## config.mk

```make
export PLATFORM = sky130hd
export DESIGN_NAME = refcounted_register_allocator
export DESIGN_NICKNAME = d
export VERILOG_FILES = /design/src/rra_pkg.sv /design/src/rra_table.sv /design/src/rra_scan.sv /design/src/refcounted_register_allocator.sv
export VERILOG_INCLUDE_DIRS = /design/src /design/src/src
export SDC_FILE = /design/constraint.sdc
export NUM_CORES = 1
export LEC_CHECK = 0
export ABC_AREA = 0
export BUFFER_PORTS_ARGS = -buffer_cell sky130_fd_sc_hd__buf_2
export CAP_MARGIN = 10
export CORE_ASPECT_RATIO = 1.1
export CORE_MARGIN = 3
export CORE_UTILIZATION = 49
export CTS_BUF_LIST = sky130_fd_sc_hd__clkbuf_8
export DETAILED_ROUTE_END_ITERATION = 8
export PLACE_DENSITY_LB_ADDON = 0.3
export SETUP_SLACK_MARGIN = 0.1
export SKIP_LAST_GASP = 1
export SYNTH_ARGS = -nofsm -noshare
export SYNTH_HDL_FRONTEND = slang
export SYNTH_SLANG_ARGS = --single-unit
```

## constraint.sdc

```tcl
create_clock -name clk -period 8.6 [get_ports clk]
set_clock_uncertainty 0.05 [all_clocks]
set_input_delay 0.43 -clock clk [delete_from_list [all_inputs] [get_ports clk]]
set_output_delay 0.43 -clock clk [all_outputs]
set_load 0.02 [all_outputs]
```

## src/refcounted_register_allocator_macros.svh

```systemverilog
// Assertion helpers shared by the allocator RTL.
`ifndef REFCOUNTED_REGISTER_ALLOCATOR_MACROS_SVH
`define REFCOUNTED_REGISTER_ALLOCATOR_MACROS_SVH

// Same-cycle implication, checked on every rising edge outside reset.
`define RRA_ASSERT_NOW(lbl, ante, cons, msg) \
    lbl: assert property (@(posedge clk) disable iff (!rst_n) (ante) |-> (cons)) \
        else $error(msg);

// Next-cycle implication, checked on every rising edge outside reset.
`define RRA_ASSERT_NEXT(lbl, ante, cons, msg) \
    lbl: assert property (@(posedge clk) disable iff (!rst_n) (ante) |=> (cons)) \
        else $error(msg);

`endif

```

## src/rra_pkg.sv

```systemverilog
package rra_pkg;

    localparam int NUM_REGS   = 16;
    localparam int COUNT_BITS = 8;
    localparam int IDX_W      = $clog2(NUM_REGS);
    localparam int SCAN_W     = $clog2(NUM_REGS + 1);
    localparam int WIDTH_W    = 7;
    localparam int OUT_IDX_W  = 4;
    localparam int OUT_CNT_W  = 8;

    localparam logic [WIDTH_W-1:0]    ARCH_WIDTH_RST = 7'd64;
    localparam logic [COUNT_BITS-1:0] CNT_MAX        = {COUNT_BITS{1'b1}};

    typedef enum logic [2:0] {
        OP_DEFINE        = 3'd0,
        OP_RESERVE       = 3'd1,
        OP_RESERVE_IDX   = 3'd2,
        OP_RESERVE_WIDTH = 3'd3,
        OP_FREE          = 3'd4,
        OP_QUERY         = 3'd5,
        OP_TAKE_WIDTH    = 3'd6
    } op_t;

    typedef enum logic [1:0] {
        STAT_OK        = 2'd0,
        STAT_NONE      = 2'd1,
        STAT_FREE_ZERO = 2'd2,
        STAT_SAT       = 2'd3
    } status_t;

    typedef enum logic [2:0] {
        ST_IDLE,
        ST_SCAN,
        ST_PICK,
        ST_FETCH,
        ST_APPLY,
        ST_FAIL
    } state_t;

    // One table entry as seen on the read port.
    typedef struct packed {
        logic                  valid;
        logic [WIDTH_W-1:0]    width;
        logic                  res;
        logic [COUNT_BITS-1:0] count;
    } entry_t;

    // Table write request.
    typedef struct packed {
        logic                  en;
        logic                  define;
        logic [IDX_W-1:0]      addr;
        logic [WIDTH_W-1:0]    width;
        logic                  res;
        logic [COUNT_BITS-1:0] count;
    } tbl_wr_t;

    // Scan control from the sequencer.
    typedef struct packed {
        logic               clear;
        logic               sample;
        logic [IDX_W-1:0]   idx;
        logic [WIDTH_W-1:0] key;
    } scan_ctl_t;

    // Scan results.
    typedef struct packed {
        logic                  idle_found;
        logic [IDX_W-1:0]      idle_idx;
        logic                  any_found;
        logic [IDX_W-1:0]      any_idx;
        logic                  min_found;
        logic [IDX_W-1:0]      min_idx;
        logic [COUNT_BITS-1:0] min_cnt;
    } scan_res_t;

endpackage

```

## src/rra_table.sv

```systemverilog
module rra_table (
    input  logic             clk,
    input  logic             rst_n,
    input  logic             rd_en,
    input  logic [rra_pkg::IDX_W-1:0] rd_addr,
    input  rra_pkg::tbl_wr_t wr,
    output rra_pkg::entry_t  rd_entry
);
    import rra_pkg::*;

    localparam int WORD_W = WIDTH_W + 1 + COUNT_BITS;

    logic [WORD_W-1:0]   mem [NUM_REGS];
    logic [WORD_W-1:0]   rd_word_reg;
    logic [NUM_REGS-1:0] def_valid_reg;
    logic [NUM_REGS-1:0] cnt_ok_reg;
    logic                rd_def_reg;
    logic                rd_cnt_ok_reg;

    always_ff @(posedge clk)
    begin
        if (wr.en)
        begin
            mem[wr.addr] <= {wr.width, wr.res, wr.count};
        end
        if (rd_en)
        begin
            rd_word_reg <= mem[rd_addr];
        end
    end

    // Count reads as zero until the entry's count is first written.
    always_ff @(posedge clk or negedge rst_n)
    begin
        if (!rst_n)
        begin
            def_valid_reg <= '0;
            cnt_ok_reg    <= '0;
            rd_def_reg    <= 1'b0;
            rd_cnt_ok_reg <= 1'b0;
        end
        else
        begin
            if (wr.en)
            begin
                cnt_ok_reg[wr.addr] <= 1'b1;
                if (wr.define)
                begin
                    def_valid_reg[wr.addr] <= 1'b1;
                end
            end
            if (rd_en)
            begin
                rd_def_reg    <= def_valid_reg[rd_addr];
                rd_cnt_ok_reg <= cnt_ok_reg[rd_addr];
            end
        end
    end

    always_comb
    begin
        rd_entry.valid = rd_def_reg;
        rd_entry.width = rd_word_reg[WORD_W-1 -: WIDTH_W];
        rd_entry.res   = rd_word_reg[COUNT_BITS];
        rd_entry.count = rd_cnt_ok_reg ? rd_word_reg[COUNT_BITS-1:0] : '0;
    end

endmodule

```

## src/rra_scan.sv

```systemverilog
module rra_scan (
    input  logic               clk,
    input  logic               rst_n,
    input  rra_pkg::scan_ctl_t ctl,
    input  rra_pkg::entry_t    entry,
    output rra_pkg::scan_res_t res
);
    import rra_pkg::*;

    scan_res_t res_reg;
    scan_res_t res_next;

    always_comb
    begin
        res_next = res_reg;
        if (ctl.clear)
        begin
            res_next.idle_found = 1'b0;
            res_next.any_found  = 1'b0;
            res_next.min_found  = 1'b0;
        end
        else if (ctl.sample && entry.valid && entry.width == ctl.key)
        begin
            if (!res_reg.any_found)
            begin
                res_next.any_found = 1'b1;
                res_next.any_idx   = ctl.idx;
            end
            if (!res_reg.idle_found && entry.count == '0 && entry.res)
            begin
                res_next.idle_found = 1'b1;
                res_next.idle_idx   = ctl.idx;
            end
            // strict compare keeps the lowest index on ties
            if (!res_reg.min_found || entry.count < res_reg.min_cnt)
            begin
                res_next.min_found = 1'b1;
                res_next.min_idx   = ctl.idx;
                res_next.min_cnt   = entry.count;
            end
        end
    end

    always_ff @(posedge clk or negedge rst_n)
    begin
        if (!rst_n)
        begin
            res_reg <= '0;
        end
        else
        begin
            res_reg <= res_next;
        end
    end

    assign res = res_reg;

endmodule

```

## src/refcounted_register_allocator.sv

```systemverilog
// Reference-counted register allocator. A table of NUM_REGS entries (width,
// reservable flag, saturating use count) sits in a synchronous memory with
// one read and one write port; each op reads one entry and may update and
// write it back. Direct ops (define, reserve by index, free, query) with an
// index in range go from the accept through a fetch state and an apply state,
// which loads the result into the output register. Ops that search by width
// (reserve, reserve by width, take by width) first walk the memory one entry
// per cycle in a scan state, then pick an entry before the same fetch and
// apply states. A new word is taken only once the previous one has been
// placed in the output register; a result waiting there does not block the
// next word from being accepted, but that word holds in its last step until
// the output register frees up. Use counts read as zero after reset with no
// clearing pass; arch_width resets to 64 and is written directly.
`include "refcounted_register_allocator_macros.svh"

module refcounted_register_allocator (
    input  logic       clk,
    input  logic       rst_n,
    input  logic       cfg_wr_en,
    input  logic [6:0] cfg_wr_data,
    input  logic       item_valid,
    output logic       item_ready,
    input  logic [2:0] op,
    input  logic [3:0] reg_index,
    input  logic [6:0] width_bits,
    input  logic       can_reserve,
    output logic       res_valid,
    input  logic       res_ready,
    output logic [3:0] chosen_index,
    output logic [1:0] status,
    output logic       busy_res,
    output logic [7:0] use_count_out
);
    import rra_pkg::*;

    state_t                state_reg, state_next;
    logic [WIDTH_W-1:0]    arch_width_reg;
    op_t                   op_reg;
    logic [WIDTH_W-1:0]    w_reg;
    logic                  cr_reg;
    logic [WIDTH_W-1:0]    key_reg;
    logic [IDX_W-1:0]      tgt_reg, tgt_next;
    logic [SCAN_W-1:0]     scan_cnt_reg, scan_cnt_next;
    logic                  scan_pend_reg;
    logic [IDX_W-1:0]      scan_idx_reg;

    logic                  res_valid_reg;
    logic [OUT_IDX_W-1:0]  idx_out_reg, idx_out_next;
    status_t               stat_out_reg, stat_out_next;
    logic                  busy_out_reg, busy_out_next;
    logic [OUT_CNT_W-1:0]  cnt_out_reg, cnt_out_next;

    logic                  capture;
    logic                  load_out;
    logic                  out_free;
    logic                  in_range;
    logic                  rd_en;
    logic [IDX_W-1:0]      rd_addr;
    tbl_wr_t               tbl_wr;
    entry_t                rd_entry;
    scan_ctl_t             scl;
    scan_res_t             sres;

    logic                  do_bump;
    logic                  do_wr;
    logic                  fail;
    logic [COUNT_BITS-1:0] new_cnt;
    status_t               new_stat;

    rra_table u_table (
        .clk      (clk),
        .rst_n    (rst_n),
        .rd_en    (rd_en),
        .rd_addr  (rd_addr),
        .wr       (tbl_wr),
        .rd_entry (rd_entry)
    );

    rra_scan u_scan (
        .clk   (clk),
        .rst_n (rst_n),
        .ctl   (scl),
        .entry (rd_entry),
        .res   (sres)
    );

    assign item_ready = (state_reg == ST_IDLE);
    assign out_free   = !res_valid_reg || res_ready;
    assign in_range   = (32'(reg_index) < 32'(NUM_REGS));

    always_comb
    begin
        state_next    = state_reg;
        tgt_next      = tgt_reg;
        scan_cnt_next = scan_cnt_reg;
        capture       = 1'b0;
        load_out      = 1'b0;
        rd_en         = 1'b0;
        rd_addr       = tgt_reg;
        scl.clear     = 1'b0;
        scl.sample    = scan_pend_reg;
        scl.idx       = scan_idx_reg;
        scl.key       = key_reg;

        do_bump  = 1'b0;
        do_wr    = 1'b0;
        fail     = 1'b0;
        new_cnt  = rd_entry.count;
        new_stat = STAT_OK;

        case (state_reg)
            ST_IDLE:
            begin
                if (item_valid)
                begin
                    capture       = 1'b1;
                    scl.clear     = 1'b1;
                    scan_cnt_next = '0;
                    tgt_next      = IDX_W'(reg_index);
                    if (op_t'(op) inside {OP_RESERVE, OP_RESERVE_WIDTH, OP_TAKE_WIDTH})
                    begin
                        state_next = ST_SCAN;
                    end
                    else if (op_t'(op) inside {OP_DEFINE, OP_RESERVE_IDX, OP_FREE,
                                               OP_QUERY} && in_range)
                    begin
                        state_next = ST_FETCH;
                    end
                    else
                    begin
                        state_next = ST_FAIL;
                    end
                end
            end
            ST_SCAN:
            begin
                if (scan_cnt_reg != SCAN_W'(NUM_REGS))
                begin
                    rd_en         = 1'b1;
                    rd_addr       = scan_cnt_reg[IDX_W-1:0];
                    scan_cnt_next = scan_cnt_reg + 1'b1;
                end
                else
                begin
                    state_next = ST_PICK;
                end
            end
            ST_PICK:
            begin
                state_next = ST_FAIL;
                case (op_reg)
                    OP_RESERVE:
                    begin
                        if (sres.idle_found)
                        begin
                            tgt_next   = sres.idle_idx;
                            state_next = ST_FETCH;
                        end
                        else if (sres.min_found)
                        begin
                            tgt_next   = sres.min_idx;
                            state_next = ST_FETCH;
                        end
                    end
                    OP_RESERVE_WIDTH:
                    begin
                        if (sres.idle_found)
                        begin
                            tgt_next   = sres.idle_idx;
                            state_next = ST_FETCH;
                        end
                    end
                    OP_TAKE_WIDTH:
                    begin
                        if (sres.any_found)
                        begin
                            tgt_next   = sres.any_idx;
                            state_next = ST_FETCH;
                        end
                    end
                    default:
                    begin
                        state_next = ST_FAIL;
                    end
                endcase
            end
            ST_FETCH:
            begin
                rd_en      = 1'b1;
                rd_addr    = tgt_reg;
                state_next = ST_APPLY;
            end
            ST_APPLY:
            begin
                case (op_reg)
                    OP_DEFINE:
                    begin
                        do_wr = 1'b1;
                    end
                    OP_RESERVE_IDX:
                    begin
                        if (!rd_entry.valid || !rd_entry.res)
                        begin
                            fail = 1'b1;
                        end
                        else
                        begin
                            do_bump = 1'b1;
                        end
                    end
                    OP_RESERVE, OP_RESERVE_WIDTH, OP_TAKE_WIDTH:
                    begin
                        do_bump = 1'b1;
                    end
                    OP_FREE:
                    begin
                        if (rd_entry.count == '0)
                        begin
                            new_stat = STAT_FREE_ZERO;
                        end
                        else
                        begin
                            new_cnt = rd_entry.count - 1'b1;
                            do_wr   = 1'b1;
                        end
                    end
                    OP_QUERY:
                    begin
                        new_stat = STAT_OK;
                    end
                    default:
                    begin
                        fail = 1'b1;
                    end
                endcase
                if (do_bump)
                begin
                    // hold the count at its maximum and flag it
                    if (rd_entry.count == CNT_MAX)
                    begin
                        new_stat = STAT_SAT;
                    end
                    else
                    begin
                        new_cnt = rd_entry.count + 1'b1;
                        do_wr   = 1'b1;
                    end
                end
                if (out_free)
                begin
                    load_out   = 1'b1;
                    state_next = ST_IDLE;
                end
            end
            ST_FAIL:
            begin
                fail = 1'b1;
                if (out_free)
                begin
                    load_out   = 1'b1;
                    state_next = ST_IDLE;
                end
            end
            default:
            begin
                state_next = ST_IDLE;
            end
        endcase

        tbl_wr.en     = do_wr && !fail && load_out;
        tbl_wr.define = (op_reg == OP_DEFINE);
        tbl_wr.addr   = tgt_reg;
        tbl_wr.width  = (op_reg == OP_DEFINE) ? w_reg : rd_entry.width;
        tbl_wr.res    = (op_reg == OP_DEFINE) ? cr_reg : rd_entry.res;
        tbl_wr.count  = new_cnt;

        if (fail)
        begin
            idx_out_next  = '0;
            stat_out_next = STAT_NONE;
            busy_out_next = 1'b0;
            cnt_out_next  = '0;
        end
        else
        begin
            idx_out_next  = OUT_IDX_W'(tgt_reg);
            stat_out_next = new_stat;
            busy_out_next = (new_cnt != '0);
            cnt_out_next  = OUT_CNT_W'(new_cnt);
        end
    end

    always_ff @(posedge clk or negedge rst_n)
    begin
        if (!rst_n)
        begin
            state_reg      <= ST_IDLE;
            arch_width_reg <= ARCH_WIDTH_RST;
            scan_cnt_reg   <= '0;
            scan_pend_reg  <= 1'b0;
            res_valid_reg  <= 1'b0;
        end
        else
        begin
            state_reg     <= state_next;
            scan_cnt_reg  <= scan_cnt_next;
            scan_pend_reg <= (state_reg == ST_SCAN) && (scan_cnt_reg != SCAN_W'(NUM_REGS));
            if (cfg_wr_en)
            begin
                arch_width_reg <= cfg_wr_data;
            end
            if (load_out)
            begin
                res_valid_reg <= 1'b1;
            end
            else if (res_ready)
            begin
                res_valid_reg <= 1'b0;
            end
        end
    end

    always_ff @(posedge clk)
    begin
        tgt_reg      <= tgt_next;
        scan_idx_reg <= scan_cnt_reg[IDX_W-1:0];
        if (capture)
        begin
            op_reg  <= op_t'(op);
            w_reg   <= width_bits;
            cr_reg  <= can_reserve;
            key_reg <= (op_t'(op) == OP_RESERVE) ? arch_width_reg : width_bits;
        end
        if (load_out)
        begin
            idx_out_reg  <= idx_out_next;
            stat_out_reg <= stat_out_next;
            busy_out_reg <= busy_out_next;
            cnt_out_reg  <= cnt_out_next;
        end
    end

    assign res_valid     = res_valid_reg;
    assign chosen_index  = idx_out_reg;
    assign status        = stat_out_reg;
    assign busy_res      = busy_out_reg;
    assign use_count_out = cnt_out_reg;

    `RRA_ASSERT_NOW(a_wr_only_apply, tbl_wr.en, state_reg == ST_APPLY && load_out, "table write outside apply")
    `RRA_ASSERT_NEXT(a_accept_leaves_idle, item_valid && item_ready, state_reg != ST_IDLE, "accepted word did not start")
    `RRA_ASSERT_NOW(a_none_zero_fields, res_valid && status == STAT_NONE, chosen_index == '0 && !busy_res && use_count_out == '0, "failed result carries data")
    `RRA_ASSERT_NOW(a_sat_at_max, res_valid && status == STAT_SAT, use_count_out == OUT_CNT_W'(CNT_MAX) && busy_res, "saturated result below maximum")
    `RRA_ASSERT_NOW(a_load_needs_slot, load_out, !res_valid_reg || res_ready, "result overwrote a pending word")

endmodule
```

Yosys cells after proc, flatten, opt, wreduce, memory -nomap -nowiden
Memory sizes are Yosys's and may differ from the RTL's. A register that Yosys moved wholly into a read port is not among the register bits.
Index checks and enable logic that the tools add are counted.
Storage, ports and cells
  bits in registers: 115
  RAM bits: 256
  output and inout port bits: 17
  memories: 1
Operators by class
  $add $sub $neg: 3
  $lt $le $gt $ge: 4
  equal/unequal tests: 28
  multiplexer cells: 71
  bitwise operators: 5
  reductions and logical operators: 43
Memory list
  u_table.mem: words 16, bits a word 16, read ports 1, clocked after Yosys merged registers in 1, wr ports 1, RTL line rra_table.sv:13  | logic [WORD_W-1:0] mem [NUM_REGS];
Operators with widths (number)
  2-to-1 mux 8 bit: 6
  2-to-1 mux 4 bit: 8
  OR 16 bit: 2
  2-to-1 mux 3 bit: 9
  equality test 3 bit (second input constant): 8
  2-to-1 mux 1 bit: 24
  2-to-1 mux 23 bit: 1
  equality test 3 x 2 -> 1 bit (second input constant): 6
  2-to-1 mux 5 bit: 3
  one-hot mux 3 bit (5 select lines): 1
  AND reduction 3 bit: 5
  2-to-1 mux 7 bit: 2
  2-to-1 mux 13 bit: 1
  one-hot mux 4 bit (3 select lines): 1
  nonzero test 2 bit: 6
  < comparator 4 x 5 -> 1 bit (second input constant): 2
  one-hot mux 1 bit (2 select lines): 5
  one-hot mux 5 bit (2 select lines): 1
  equality test 3 x 1 -> 1 bit (second input constant): 3
  logical NOT 3 bit: 3
  one-hot mux 3 bit (3 select lines): 1
  adder 8 x 1 -> 8 bit (second input constant): 1
  binary-select mux 1 bit (select 4 bit): 2
  equality test 8 bit (second input constant): 1
  other kinds (27): 52

Depth between registers and ports, before layout
  depth after elaboration: 11
  mapped depth: 13
  depth with buffers taken out: 10

Cells and area by module
From an unflattened synthesis, not the netlist that was laid out.
Unflattened totals
  cells, all modules: 898
  area total of the unflattened synthesis: 16389.5 µm²
By module, submodules not included
  rra_table: times used 1, cells an instance 509, area an instance 11926.4 µm², seq. area each 9018.6 µm²
  refcounted_register_allocator: times used 1, cells an instance 295, area an instance 3224.3 µm², seq. area each 1617.8 µm²
  rra_scan: times used 1, cells an instance 94, area an instance 1238.7 µm², seq. area each 575.6 µm²

Worst setup path after synthesis
OpenSTA, ideal clock, no wires.
  path kind: register -> register
  start: reg u_table.rd_cnt_ok_reg
  end: reg busy_out_reg, in the netlist busy_res, data pin
  arrival: 2.865 ns
  data required time: 8.277 ns
  setup slack: 5.412 ns
  cell stages (with the launch flop): 13
  buffers on the path: 2
  cells stage by stage: dfrtp_1 > buf_2 > clkbuf_1 > nand2_1 > inv_1 > ha_1 > nand2_1 > nor4_4 > nor2_1 > nand4_1 > nand4_1 > a2111oi_0 > a31oi_1
RTL lines
  start, declared: RTL line rra_table.sv:18  | logic rd_cnt_ok_reg;
  start signal, assigned: RTL line rra_table.sv:55  | rd_cnt_ok_reg <= cnt_ok_reg[rd_addr];
  end signal, assigned: RTL line refcounted_register_allocator.sv:338  | busy_out_reg <= busy_out_next;
  end, declared: RTL line refcounted_register_allocator.sv:50  | logic busy_out_reg, busy_out_next;

==> out/summary.txt <==
Initial drt markers: 870
CP Cell Sequence: nand2_1 > inv_1 > ha_1 > nand2_1 > nor4_4 > nor2_1 > nand4_1 > nand4_1 > a2111oi_0 > a31oi_1
Pwr Density: 340.7 nW/um^2
CTS clk-pin slew, worst paths: 60 ps
Syn nets: 1057
Largest net degree at the start of global routing: 75
Clock Tree Buf Depth: 3
I/O pins: 44
Worst EP required: 8880 ps
Share of layout cells above drive strength 1: 0.2658
Setup TNS: 0 ps
Reg2reg start: u_table.rd_cnt_ok_reg
Worst rel slew slack: 0.2167
Final period utilization: 0.4795
Post-synthesis sequential area ratio: 0.6887
Ys async rst share: 0.1912
Synth Instances: 1019
Die Width: 179.8 um
Synth-to-Final Area Change: 13.49%
Max Slew Vio Count: 0
CP max stage delay: 640 ps
Max-cap violations: 0
Cells after DPL: 1465
CP Class: reg2reg
Synth Flop Type: edfxtp_1
Arr. time, crit path: 4400 ps
Hold Crit Start: reg_index[2]
RD Place Congestion: 0.8628
HP Class: in2reg
Synthesized area: 16280 um^2
CTS sink cnt: 387
DRC errors left: 0
Post-synth EDFFs: 309
Inserted Diodes: 0
Number of antenna violations at the first check in global routing: 0
Synth warn: 0
Max FFs per register: 256
Worst vdd ir: 0.0001719 V
Final min period: 4124 ps
Routed WL: 36.48 mm
Critical path origin: u_table.rd_cnt_ok_reg
Via count: 9303
RSZ-0062 raised after global routing: false
Slowest cell on crit path: dfrtp_1
Critical Path Source Type: flop
Synth cell types: 70
Worst-Margin Slew: 1171 ps
Crit. End Element: flop
Nets: 1160
ANT nets after route: 0
Total grt overflow: 0
Post-DP HPWL: 21.13 mm
First-pass GRT wire length: 56.98 mm
GRT Total Usage: 0.2092
Worst-skew pair later-pin latency: 620 ps
CTS tree: yes
Crit Path Max Fanout: 18
#FFs+latches synth: 387
Lkg Pwr: 6.655 nW
Total core area: 32550 um^2
Fmax: 0.2425 GHz
H-tree levels: 2
Initial Util: 0.5002
Detailed Routing Iterations Pass 1: 7
Non-filler cells, final: 1600
Vias/cell: 5.814
Buffers on Ports: 43
Outcome: finished clean
Final Setup Violations: 0
Clk root buf: clkbuf_8
Avg Cell Area, Syn: 15.98 um^2
Postcts setup bufs: 0
DR WL/cell: 22.80 um
Die H: 197.2 um
Core Rows: 69
TritonCTS Buffers: 60
Die area: 35450 um^2
Final Hold Fails: 0
Vias in the first global route: 9356
[metrics by stage]
step	utilization	power (mW)	hold slack, ps	cell area [um^2]	setup WS [ps]
2_1_floorplan	-	4.208	84.41	16280	5412
3_3_place_gp	0.5235	4.747	384.2	17040	4502
3_5_place_dp	0.5235	4.789	386.6	17040	4429
4_1_cts	0.5674	6.345	21.13	18470	4425
5_1_grt	0.5677	6.649	45.21	18480	4037
6_report	0.5677	6.294	55.86	18480	4476
[per-layer routing]
| layer | global-route usage | share of wire |
|---|---|---|
| met1 | 0.2888 | 0.42 |
| met2 | 0.3469 | 0.49 |
| met3 | 0.03702 | 0.072 |
| met4 | 0.06103 | 0.025 |
| met5 | 0 | 0 |
[critical path: cells and delay by family, from the launching register on]
family / cells / cell delay (ps)
adder cells (fa/ha/maj): 1 / 280
AND/OR/NAND/NOR: 6 / 1920
buffers and inverters: 1 / 170
flip-flops: 1 / 640
AO/OA/AOI/OAI: 2 / 770
[where the power goes]
part	total, mW	internal [mW]	switching [mW]
clock	1.54	0.817	0.720
sequential	2.69	2.51	0.181
combinational	2.07	0.811	1.25
total	6.29	4.14	2.16
[cell families (layout without fill, tap and decap cells)]
logic type	Yosys count	in the layout	share of synthesized area
flip-flops	387	387	0.6887
AND/OR/NAND/NOR	252	252	0.07970
AO/OA/AOI/OAI	158	158	0.06479
multiplexers	121	121	0.1298
buffers and inverters	78	233	0.02206
adder cells (fa/ha/maj)	12	12	0.009068
XOR/XNOR	11	11	0.005917
[path summary, 6_finish.rpt]
check	end	slack, ps	depth (start not counted)
max in group asynchronous	u_scan.res[1]	7380	2
worst min register to register	scan_idx_reg[2]	410	0
worst min-delay path	tgt_reg[2]	60	3
worst max register to register	busy_res	4480	10
worst max-delay path	busy_res	4480	10
min in group asynchronous	u_scan.res[20]	450	2
[layout by cell type, fill, tap and decap left out, drive strengths merged, types with 18 or more instances in the layout]
master | Yosys | routed
edfxtp | 309 | 309
nand2 | 87 | 87
dfrtp | 73 | 73
buf | 21 | 70
clkbuf | 28 | 67
mux4 | 66 | 66
inv | 27 | 45
nor2 | 45 | 45
mux2 | 41 | 41
o21ai | 34 | 34
clkinv | 2 | 28
a31oi | 24 | 24
a21oi | 24 | 24
and2 | 20 | 20
dlygate4sd3 | 0 | 20
nand3 | 18 | 18
[Yosys cell counts (3+ instances only)]
master,n,area share
a2111oi_0,3,0.0016
a211oi_1,17,0.0078
a21oi_1,23,0.0071
a22o_1,6,0.0032
a31oi_1,24,0.0092
and2_1,20,0.0077
buf_2,14,0.0043
buf_6,4,0.0028
clkbuf_1,28,0.0065
dfrtp_1,73,0.11
dfxtp_1,4,0.0049
edfxtp_1,309,0.57
ha_1,11,0.0085
inv_1,27,0.0062
mux2_2,41,0.028
mux2i_1,12,0.0074
mux4_2,66,0.091
nand2_1,86,0.020
nand2b_1,7,0.0027
nand3_1,18,0.0055
nand4_1,8,0.0031
nor2_1,45,0.010
nor2b_1,14,0.0054
nor3_1,10,0.0031
nor4_1,6,0.0023
o211ai_1,3,0.0014
o21a_1,6,0.0028
o21ai_0,34,0.010
o21bai_1,14,0.0065
o311ai_0,3,0.0016
o31ai_1,7,0.0032
or2_1,4,0.0015
or2_2,13,0.0050
or3_1,3,0.0012
or4_1,4,0.0018
xnor2_1,5,0.0027
xor2_1,6,0.0032
[what timing repair did]
item                                   in CTS  in global routing
endpoints found under the hold margin      92                  0
gates resized for setup                     0                  0
hold buffers                               20                  0
[final cells by class]
class	instances	area, um^2
Clock buffer	67	922.1
Clock inverter	47	307.8
Fill cell	2501	14070
Inverter	29	108.9
Multi-Input combinational cell	554	4772
Sequential cell	387	11210
Tap cell	426	533.0
Timing Repair Buffer	90	620.6
Power figures use the tool's default switching activity.
